`src/rtl/b64e_pkg.sv`:
```
// ---------------------------------------------------------------------------
// b64e_pkg
// Shared types, character codes and the sextet-to-character map.
// ---------------------------------------------------------------------------
package b64e_pkg;

    localparam logic [6:0] CHAR_LOWER_A = 7'd97;
    localparam logic [6:0] CHAR_LOWER_Z = 7'd122;
    localparam logic [6:0] CHAR_UPPER_A = 7'd65;
    localparam logic [6:0] CHAR_UPPER_Z = 7'd90;
    localparam logic [6:0] CHAR_DIGIT_0 = 7'd48;
    localparam logic [6:0] CHAR_DIGIT_9 = 7'd57;
    localparam logic [6:0] CHAR_PLUS    = 7'd43;
    localparam logic [6:0] CHAR_SLASH   = 7'd47;
    localparam logic [6:0] PAD_CHAR     = 7'd61;

    typedef enum logic [1:0] {
        PAD_NONE,
        PAD_ONE,
        PAD_TWO
    } pad_t;

    typedef struct packed {
        logic [23:0] bits;
        pad_t        pad;
        logic        last;
    } group_t;

    function automatic logic [6:0] sextet_char(input logic [5:0] idx);
        logic [6:0] code;
        priority if (idx < 6'd26)
        begin
            code = CHAR_LOWER_A + {1'b0, idx};
        end
        else if (idx < 6'd52)
        begin
            code = CHAR_UPPER_A + {1'b0, idx - 6'd26};
        end
        else if (idx < 6'd62)
        begin
            code = CHAR_DIGIT_0 + {1'b0, idx - 6'd52};
        end
        else if (idx == 6'd62)
        begin
            code = CHAR_PLUS;
        end
        else
        begin
            code = CHAR_SLASH;
        end
        return code;
    endfunction

endpackage

```
`src/rtl/b64e_stream_if.sv`:
```
// ---------------------------------------------------------------------------
// b64e stream interfaces
// Byte channel in, character channel out; valid/ready handshake.
// ---------------------------------------------------------------------------
interface b64e_byte_if;
    logic       valid;
    logic       ready;
    logic [7:0] data_byte;
    logic       end_of_message;

    modport source (output valid, output data_byte, output end_of_message, input ready);
    modport sink   (input valid, input data_byte, input end_of_message, output ready);
endinterface

interface b64e_char_if;
    logic       valid;
    logic       ready;
    logic [6:0] out_char;
    logic       last_char;

    modport source (output valid, output out_char, output last_char, input ready);
    modport sink   (input valid, input out_char, input last_char, output ready);
endinterface

```
`src/rtl/b64e_queue.sv`:
```
// ---------------------------------------------------------------------------
// b64e_queue
// Small register queue of encoded groups between front and back.
// ---------------------------------------------------------------------------
module b64e_queue #(
    parameter int DEPTH = 2
) (
    input  logic             clk,
    input  logic             rst_n,
    input  logic             push,
    input  b64e_pkg::group_t push_data,
    output logic             full,
    input  logic             pop,
    output b64e_pkg::group_t pop_data,
    output logic             empty
);
    import b64e_pkg::*;

    localparam int PTR_W = (DEPTH > 1) ? $clog2(DEPTH) : 1;
    localparam int CNT_W = $clog2(DEPTH + 1);
    localparam logic [PTR_W-1:0] LAST_PTR = PTR_W'(DEPTH - 1);
    localparam logic [CNT_W-1:0] FULL_CNT = CNT_W'(DEPTH);

    group_t             slot_reg [DEPTH];
    logic [PTR_W-1:0]   wr_ptr_reg;
    logic [PTR_W-1:0]   wr_ptr_next;
    logic [PTR_W-1:0]   rd_ptr_reg;
    logic [PTR_W-1:0]   rd_ptr_next;
    logic [CNT_W-1:0]   count_reg;
    logic [CNT_W-1:0]   count_next;
    logic               do_push;
    logic               do_pop;

    assign full     = (count_reg == FULL_CNT);
    assign empty    = (count_reg == '0);
    assign pop_data = slot_reg[rd_ptr_reg];
    assign do_push  = push && !full;
    assign do_pop   = pop && !empty;

    always_comb
    begin
        wr_ptr_next = wr_ptr_reg;
        rd_ptr_next = rd_ptr_reg;
        count_next  = count_reg;
        if (do_push)
        begin
            wr_ptr_next = (wr_ptr_reg == LAST_PTR) ? '0 : wr_ptr_reg + 1'b1;
        end
        if (do_pop)
        begin
            rd_ptr_next = (rd_ptr_reg == LAST_PTR) ? '0 : rd_ptr_reg + 1'b1;
        end
        if (do_push && !do_pop)
        begin
            count_next = count_reg + 1'b1;
        end
        else if (do_pop && !do_push)
        begin
            count_next = count_reg - 1'b1;
        end
    end

    always_ff @(posedge clk or negedge rst_n)
    begin
        if (!rst_n)
        begin
            wr_ptr_reg <= '0;
            rd_ptr_reg <= '0;
            count_reg  <= '0;
        end
        else
        begin
            wr_ptr_reg <= wr_ptr_next;
            rd_ptr_reg <= rd_ptr_next;
            count_reg  <= count_next;
        end
    end

    always_ff @(posedge clk)
    begin
        if (do_push)
        begin
            slot_reg[wr_ptr_reg] <= push_data;
        end
    end

endmodule

```
`src/rtl/b64e_front.sv`:
```
// ---------------------------------------------------------------------------
// b64e_front
// Byte intake: hold up to two pending bytes, issue a group per triple
// or on the final byte of a message.
// ---------------------------------------------------------------------------
module b64e_front (
    input  logic             clk,
    input  logic             rst_n,
    b64e_byte_if.sink        byte_in,
    input  logic             queue_full,
    output logic             push,
    output b64e_pkg::group_t push_data
);
    import b64e_pkg::*;

    logic [15:0] pending_bytes_reg;
    logic [15:0] pending_bytes_next;
    logic [1:0]  pending_count_reg;
    logic [1:0]  pending_count_next;
    logic        accept;
    logic        complete;

    assign byte_in.ready = !queue_full;
    assign accept        = byte_in.valid && byte_in.ready;
    assign complete      = byte_in.end_of_message || pending_count_reg[1];
    assign push          = accept && complete;

    always_comb
    begin
        priority if (pending_count_reg[1])
        begin
            push_data.bits = {pending_bytes_reg, byte_in.data_byte};
            push_data.pad  = PAD_NONE;
            push_data.last = byte_in.end_of_message;
        end
        else if (pending_count_reg[0])
        begin
            push_data.bits = {pending_bytes_reg[15:8], byte_in.data_byte, 8'h00};
            push_data.pad  = PAD_ONE;
            push_data.last = 1'b1;
        end
        else
        begin
            push_data.bits = {byte_in.data_byte, 16'h0000};
            push_data.pad  = PAD_TWO;
            push_data.last = 1'b1;
        end
    end

    always_comb
    begin
        pending_bytes_next = pending_bytes_reg;
        pending_count_next = pending_count_reg;
        if (accept)
        begin
            priority if (complete)
            begin
                pending_bytes_next = '0;
                pending_count_next = '0;
            end
            else if (pending_count_reg == 2'd0)
            begin
                pending_bytes_next = {byte_in.data_byte, 8'h00};
                pending_count_next = 2'd1;
            end
            else
            begin
                pending_bytes_next = {pending_bytes_reg[15:8], byte_in.data_byte};
                pending_count_next = 2'd2;
            end
        end
    end

    always_ff @(posedge clk or negedge rst_n)
    begin
        if (!rst_n)
        begin
            pending_bytes_reg <= '0;
            pending_count_reg <= '0;
        end
        else
        begin
            pending_bytes_reg <= pending_bytes_next;
            pending_count_reg <= pending_count_next;
        end
    end

endmodule

```
`src/rtl/b64e_back.sv`:
```
// ---------------------------------------------------------------------------
// b64e_back
// Character emitter: step through the four characters of each group,
// one per cycle while the receiver is ready, into the output register.
// ---------------------------------------------------------------------------
module b64e_back (
    input  logic             clk,
    input  logic             rst_n,
    input  logic             queue_empty,
    output logic             pop,
    input  b64e_pkg::group_t pop_data,
    b64e_char_if.source      char_out
);
    import b64e_pkg::*;

    group_t      entry_reg;
    group_t      entry_next;
    logic        have_entry_reg;
    logic        have_entry_next;
    logic [1:0]  pos_reg;
    logic [1:0]  pos_next;
    logic        out_valid_reg;
    logic        out_valid_next;
    logic [6:0]  out_char_reg;
    logic [6:0]  out_char_next;
    logic        out_last_reg;
    logic        out_last_next;
    logic        load;
    logic        final_pos;
    logic [5:0]  sextet;
    logic        is_pad;

    assign load      = have_entry_reg && (!out_valid_reg || char_out.ready);
    assign final_pos = (pos_reg == 2'd3);
    assign pop       = !queue_empty && (!have_entry_reg || (load && final_pos));

    always_comb
    begin
        unique case (pos_reg)
            2'd0: sextet = entry_reg.bits[23:18];
            2'd1: sextet = entry_reg.bits[17:12];
            2'd2: sextet = entry_reg.bits[11:6];
            2'd3: sextet = entry_reg.bits[5:0];
        endcase
    end

    always_comb
    begin
        unique case (entry_reg.pad)
            PAD_NONE: is_pad = 1'b0;
            PAD_ONE:  is_pad = final_pos;
            PAD_TWO:  is_pad = pos_reg[1];
            default:  is_pad = 1'b0;
        endcase
    end

    always_comb
    begin
        entry_next      = entry_reg;
        have_entry_next = have_entry_reg;
        pos_next        = pos_reg;
        out_valid_next  = out_valid_reg;
        out_char_next   = out_char_reg;
        out_last_next   = out_last_reg;
        if (out_valid_reg && char_out.ready)
        begin
            out_valid_next = 1'b0;
        end
        if (load)
        begin
            out_valid_next = 1'b1;
            out_char_next  = is_pad ? PAD_CHAR : sextet_char(sextet);
            out_last_next  = entry_reg.last && final_pos;
            pos_next       = pos_reg + 2'd1;
            if (final_pos)
            begin
                have_entry_next = 1'b0;
            end
        end
        if (pop)
        begin
            entry_next      = pop_data;
            have_entry_next = 1'b1;
            pos_next        = 2'd0;
        end
    end

    always_ff @(posedge clk or negedge rst_n)
    begin
        if (!rst_n)
        begin
            have_entry_reg <= 1'b0;
            pos_reg        <= '0;
            out_valid_reg  <= 1'b0;
        end
        else
        begin
            have_entry_reg <= have_entry_next;
            pos_reg        <= pos_next;
            out_valid_reg  <= out_valid_next;
        end
    end

    always_ff @(posedge clk)
    begin
        entry_reg    <= entry_next;
        out_char_reg <= out_char_next;
        out_last_reg <= out_last_next;
    end

    assign char_out.valid     = out_valid_reg;
    assign char_out.out_char  = out_char_reg;
    assign char_out.last_char = out_last_reg;

endmodule

```
`src/rtl/base64_stream_encoder_core.sv`:
```
// ---------------------------------------------------------------------------
// base64_stream_encoder_core
// Streaming Base64-style encoder, alphabet a-z A-Z 0-9 + /, '=' padding.
// ---------------------------------------------------------------------------
// byte_in  : one message byte per word; end_of_message marks the final byte.
// char_out : one ASCII character per word; last_char marks the final one.
// A complete triple gives four characters; a final partial group gives two
// characters and "==" or three characters and "=".
// Input takes one byte per cycle while the group queue has room; output
// gives one character per cycle while the receiver is ready, so a steady
// stream is limited by the single-character output register.
// A completed group is registered into a queue slot, then into the entry
// register, and each of its characters then into the output register.
// A stalled receiver holds the output word; the queue of QUEUE_DEPTH groups
// keeps taking bytes until it fills, then byte_in.ready drops.
// Reset clears pending bytes, the queue and the output valid; byte_in.ready
// is high as soon as reset is released.
// ---------------------------------------------------------------------------
module base64_stream_encoder_core #(
    parameter int QUEUE_DEPTH = 2
) (
    input  logic        clk,
    input  logic        rst_n,
    b64e_byte_if.sink   byte_in,
    b64e_char_if.source char_out
);
    import b64e_pkg::*;

    group_t push_data;
    group_t pop_data;
    logic   push;
    logic   pop;
    logic   queue_full;
    logic   queue_empty;

    b64e_front u_front (
        .clk        (clk),
        .rst_n      (rst_n),
        .byte_in    (byte_in),
        .queue_full (queue_full),
        .push       (push),
        .push_data  (push_data)
    );

    b64e_queue #(
        .DEPTH (QUEUE_DEPTH)
    ) u_queue (
        .clk       (clk),
        .rst_n     (rst_n),
        .push      (push),
        .push_data (push_data),
        .full      (queue_full),
        .pop       (pop),
        .pop_data  (pop_data),
        .empty     (queue_empty)
    );

    b64e_back u_back (
        .clk         (clk),
        .rst_n       (rst_n),
        .queue_empty (queue_empty),
        .pop         (pop),
        .pop_data    (pop_data),
        .char_out    (char_out)
    );

endmodule

```
`src/flat_wrapper.sv`:
```
// flat-port wrapper written by rule: the top's interface ports become plain ports
module base64_stream_encoder_core_flat import b64e_pkg::*;
#(
    parameter int QUEUE_DEPTH = 2
)
  (clk, rst_n, byte_in_valid, byte_in_data_byte, byte_in_end_of_message, byte_in_ready, char_out_valid, char_out_out_char, char_out_last_char, char_out_ready);
  b64e_byte_if byte_in_i ();
  b64e_char_if char_out_i ();
  input  logic clk;
  input  logic rst_n;
  input wire logic [$bits(byte_in_i.valid)-1:0] byte_in_valid;
  input wire logic [$bits(byte_in_i.data_byte)-1:0] byte_in_data_byte;
  input wire logic [$bits(byte_in_i.end_of_message)-1:0] byte_in_end_of_message;
  output wire logic [$bits(byte_in_i.ready)-1:0] byte_in_ready;
  output wire logic [$bits(char_out_i.valid)-1:0] char_out_valid;
  output wire logic [$bits(char_out_i.out_char)-1:0] char_out_out_char;
  output wire logic [$bits(char_out_i.last_char)-1:0] char_out_last_char;
  input wire logic [$bits(char_out_i.ready)-1:0] char_out_ready;
  assign byte_in_i.valid = byte_in_valid;
  assign byte_in_i.data_byte = byte_in_data_byte;
  assign byte_in_i.end_of_message = byte_in_end_of_message;
  assign byte_in_ready = byte_in_i.ready;
  assign char_out_valid = char_out_i.valid;
  assign char_out_out_char = char_out_i.out_char;
  assign char_out_last_char = char_out_i.last_char;
  assign char_out_i.ready = char_out_ready;
  base64_stream_encoder_core #(.QUEUE_DEPTH(QUEUE_DEPTH)) u_core (.clk(clk), .rst_n(rst_n), .byte_in(byte_in_i), .char_out(char_out_i));
endmodule
```
`config.mk`:
```
export PLATFORM = sky130hd
export DESIGN_NAME = base64_stream_encoder_core_flat
export DESIGN_NICKNAME = d
export VERILOG_FILES = /design/src/rtl/b64e_pkg.sv /design/src/rtl/b64e_stream_if.sv /design/src/rtl/b64e_queue.sv /design/src/rtl/b64e_front.sv /design/src/rtl/b64e_back.sv /design/src/rtl/base64_stream_encoder_core.sv /design/src/flat_wrapper.sv
export SDC_FILE = /design/constraint.sdc
export NUM_CORES = 1
export LEC_CHECK = 0
export ABC_AREA = 0
export BUFFER_PORTS_ARGS = -buffer_cell sky130_fd_sc_hd__buf_2
export CAP_MARGIN = 20
export CORE_UTILIZATION = 50
export CTS_CLUSTER_DIAMETER = 60
export CTS_CLUSTER_SIZE = 8
export DETAILED_ROUTE_END_ITERATION = 10
export GPL_ROUTABILITY_DRIVEN = 0
export GPL_TIMING_DRIVEN = 0
export HOLD_SLACK_MARGIN = 0.05
export PLACE_DENSITY_LB_ADDON = 0.12
export SLEW_MARGIN = 20
export SYNTH_ARGS = -nofsm -noshare
export SYNTH_HDL_FRONTEND = slang
export SYNTH_SLANG_ARGS = --single-unit
```
`constraint.sdc`:
```
create_clock -name clk -period 3.35 [get_ports clk]
set_input_delay 0.1675 -clock clk [delete_from_list [all_inputs] [get_ports clk]]
set_output_delay 0.1675 -clock clk [all_outputs]
set_load 0.005 [all_outputs]
```
==> impl_metrics.tcl <==
set metrics [dict create \
    status "completed" \
    synthSimpleGateAreaFrac 0.0713 \
    fin_crit_sh 0.910 \
    synthAdderAreaFrac 0.0342 \
    syn_nets 381 \
    synth_ff_type "edfxtp_1" \
    place.detailed.hpwl_mm 6.53 \
    dieArea_um2 10700 \
    antenna_found_initial 0 \
    synthTopCellsByArea "edfxtp_1 52%, dfrtp_1 13%, mux2_2 8.1%" \
    yosys.area.top_type_share 0.521 \
    ys_ff_latch 115 \
    synth_compound_area_frac 0.109 \
    fin_ws_ns 0.300 \
    worstMarginPinSlew_ns 1.01 \
    drv_slew 0 \
    hold_violations 0 \
    post-route-drc-count 0 \
    clk_latency_ns 0.50 \
    maxCapViolCount 0 \
    final_cells 556 \
    syn-cell-area_um2 5120 \
    final_nets 437 \
    synth-xor-area-share 0.0188 \
    core_area_um2 9860 \
    met1_usage 0.260 \
    die_x_um 103 \
    drive_gt1_frac 0.265 \
    ys_seq_area_frac 0.648 \
    yosys_warnings 0 \
    via_per_inst 5.46 \
    cp.required_ns 3.60 \
    avgSynthCellArea_um2 14.5 \
    yosysUniqueCellTypes 54 \
    portBuffers 22 \
    clock_sinks 115 \
    synthesis.instances 354 \
    worstPathArrival_ns 3.30 \
    yosysTopAreaCell "edfxtp_1" \
    p_leak_nw 2.34 \
    clockBufferDepth 2 \
    crit_fanout 9 \
    synth-edff-count 89 \
    slew_headroom 0.328 \
    min_period_ns 3.05 \
    grt_start_max_net_pins 28 \
    start_util 0.520 \
    drtIter0Drc 242 \
    drt_wl_total_mm 9.61 \
    place_inst 513 \
    boundaryPins 23 \
    crit_type "reg2reg" \
    power_w 0.00634 \
    ant_nets 0 \
    cts_tree "built" \
    hold-worst-slack_ns 0.0852 \
    fp.dieH_um 103 \
    cts-htree-levels 4 \
    ir_drop_mv 0.505 \
    largest_register_ffs 54 \
    post-place-ws_ns 0.192 \
    use_met3 0.0511 \
    grt.overflow.total 0 \
    rsz0062_at_grt "no" \
    area_growth_pct 20.1 \
    hold_class "in2reg" \
    startpoint_type "register" \
    skew_ns 0.00559 \
    via_count 3035 \
    final_util 0.624 \
    cts_buffers 17 \
    end_kind "register" \
    fmax_mhz 328 \
    clkSlewWorstSetupHoldPaths_ns 0.06 \
    first_global_vias 2969 \
    row_count 36 \
    synth_top_family_by_area "compound AO/OA/AOI/OAI gates" \
    synth_mux_area_frac 0.0916 \
    grt_usage 0.203 \
    powerDensity_nw_per_um2 1030 \
    wl_per_cell_um 17.3 \
    finalSetupViolCount 0 \
    first_pass_iters 7 \
    ys_async_sr_fraction 0.226 \
    antenna_cells 0 \
    root_buffer "clkbuf_8" \
    grt_pass1_wl_mm 15.4 \
    grtUsageMet2 0.332 \
    grt-busiest-layer "met2" \
    cts_resized 0 \
]
## cell usage after synthesis, drive strengths merged, types with 6 or more instances
cell type	instances
dfrtp	26
inv	14
a22o	17
and2	10
xor2	6
nand2b	7
nand2	23
clkbuf	11
ha	14
nor2	14
o21ai	18
a21oi	6
mux2	37
nand3	9
edfxtp	89
## logic make-up after synthesis
kind of cell,count (synthesis)
buf+inv,28
compound gates,73
fa+ha+maj,14
mux,41
simple gates,72
flops,115
xor+xnor,11
## final cells by class
class	count	area [um^2]
fill	738	3710
clock buffer	18	418
clock inverter	14	163
sequential	115	3320
inverter	15	68.8
timing repair buffer	37	268
tap	133	166
buffer	13	66.3
multi-input combinational	211	1680
## power breakdown
group          internal, W  switching (W)
combinational      0.00102        0.00136
clock              0.00113       0.000620
sequential         0.00208       0.000137
total              0.00422        0.00212
## layout by cell type, fill, tap and decap left out, types with 4 or more instances in the layout
cell and instances:
nand2_1 23, o21ai_0 15, nand2b_1 7, clkinv_2 4, nor2_1 14, xor2_1 6, nor2b_1 4, inv_1 14
dfrtp_1 26, xnor2_1 5, and2_1 8, ha_1 14, a22o_1 16, clkbuf_16 16, nand3_1 8, buf_2 22
buf_4 4, edfxtp_1 89, mux2_2 37, clkbuf_1 11, a222oi_1 4, a21oi_1 4, dlygate4sd3_1 10, a21o_1 4
## metrics by stage
| stage | TNS (ns) | cell area (um^2) |
|---|---|---|
| final | 0 | 6160 |
| after global routing | 0 | 6160 |
| after CTS | 0 | 6150 |
| after detailed placement | 0 | 5470 |
| after global placement | -32.36 | 5400 |
| after floorplan | 0 | 5120 |
## critical path, stage by stage (launching register included)
cell	delay [ns]
dfrtp_1	0.41
ha_1	0.20
buf_6	0.14
a222oi_1	0.51
mux2i_4	0.18
buf_4	0.21
ha_1	0.22
o211ai_2	0.16
o21ai_2	0.14
a21oi_2	0.25
a311oi_1	0.07
a211o_1	0.29
## final timing paths
| check | startpoint | to | slack [ns] | depth (start not counted) |
|---|---|---|---|---|
| max | u_core.u_back.pos_reg[1] | u_core.u_back.char_out.out_char[3] | 0.30 | 11 |
| min | byte_in_end_of_message | u_core.u_queue.slot_reg[0][0] | 0.09 | 2 |
| max reg2reg | u_core.u_back.pos_reg[1] | u_core.u_back.char_out.out_char[3] | 0.30 | 11 |
| min reg2reg | u_core.u_queue.count_reg[1] | u_core.u_queue.count_reg[1] | 0.50 | 1 |
| max in group asynchronous | rst_n | u_core.u_back.pos_reg[1] | 2.67 | 2 |
| min in group asynchronous | rst_n | u_core.u_front.pending_bytes_reg[10] | 0.25 | 2 |
## routing by layer
metal,vias up,part of all wire
met1,1499,0.46
met5,-,0
met4,0,0.020
met2,64,0.49
li1,1458,-
met3,14,0.026
## repair_timing
action,4_1_cts,5_1_grt
setup endpoints to repair,0,2
hold buffers,10,0
hold endpoints to repair,47,0
buffers inserted,0,1
Power figures use the tool's default switching activity.
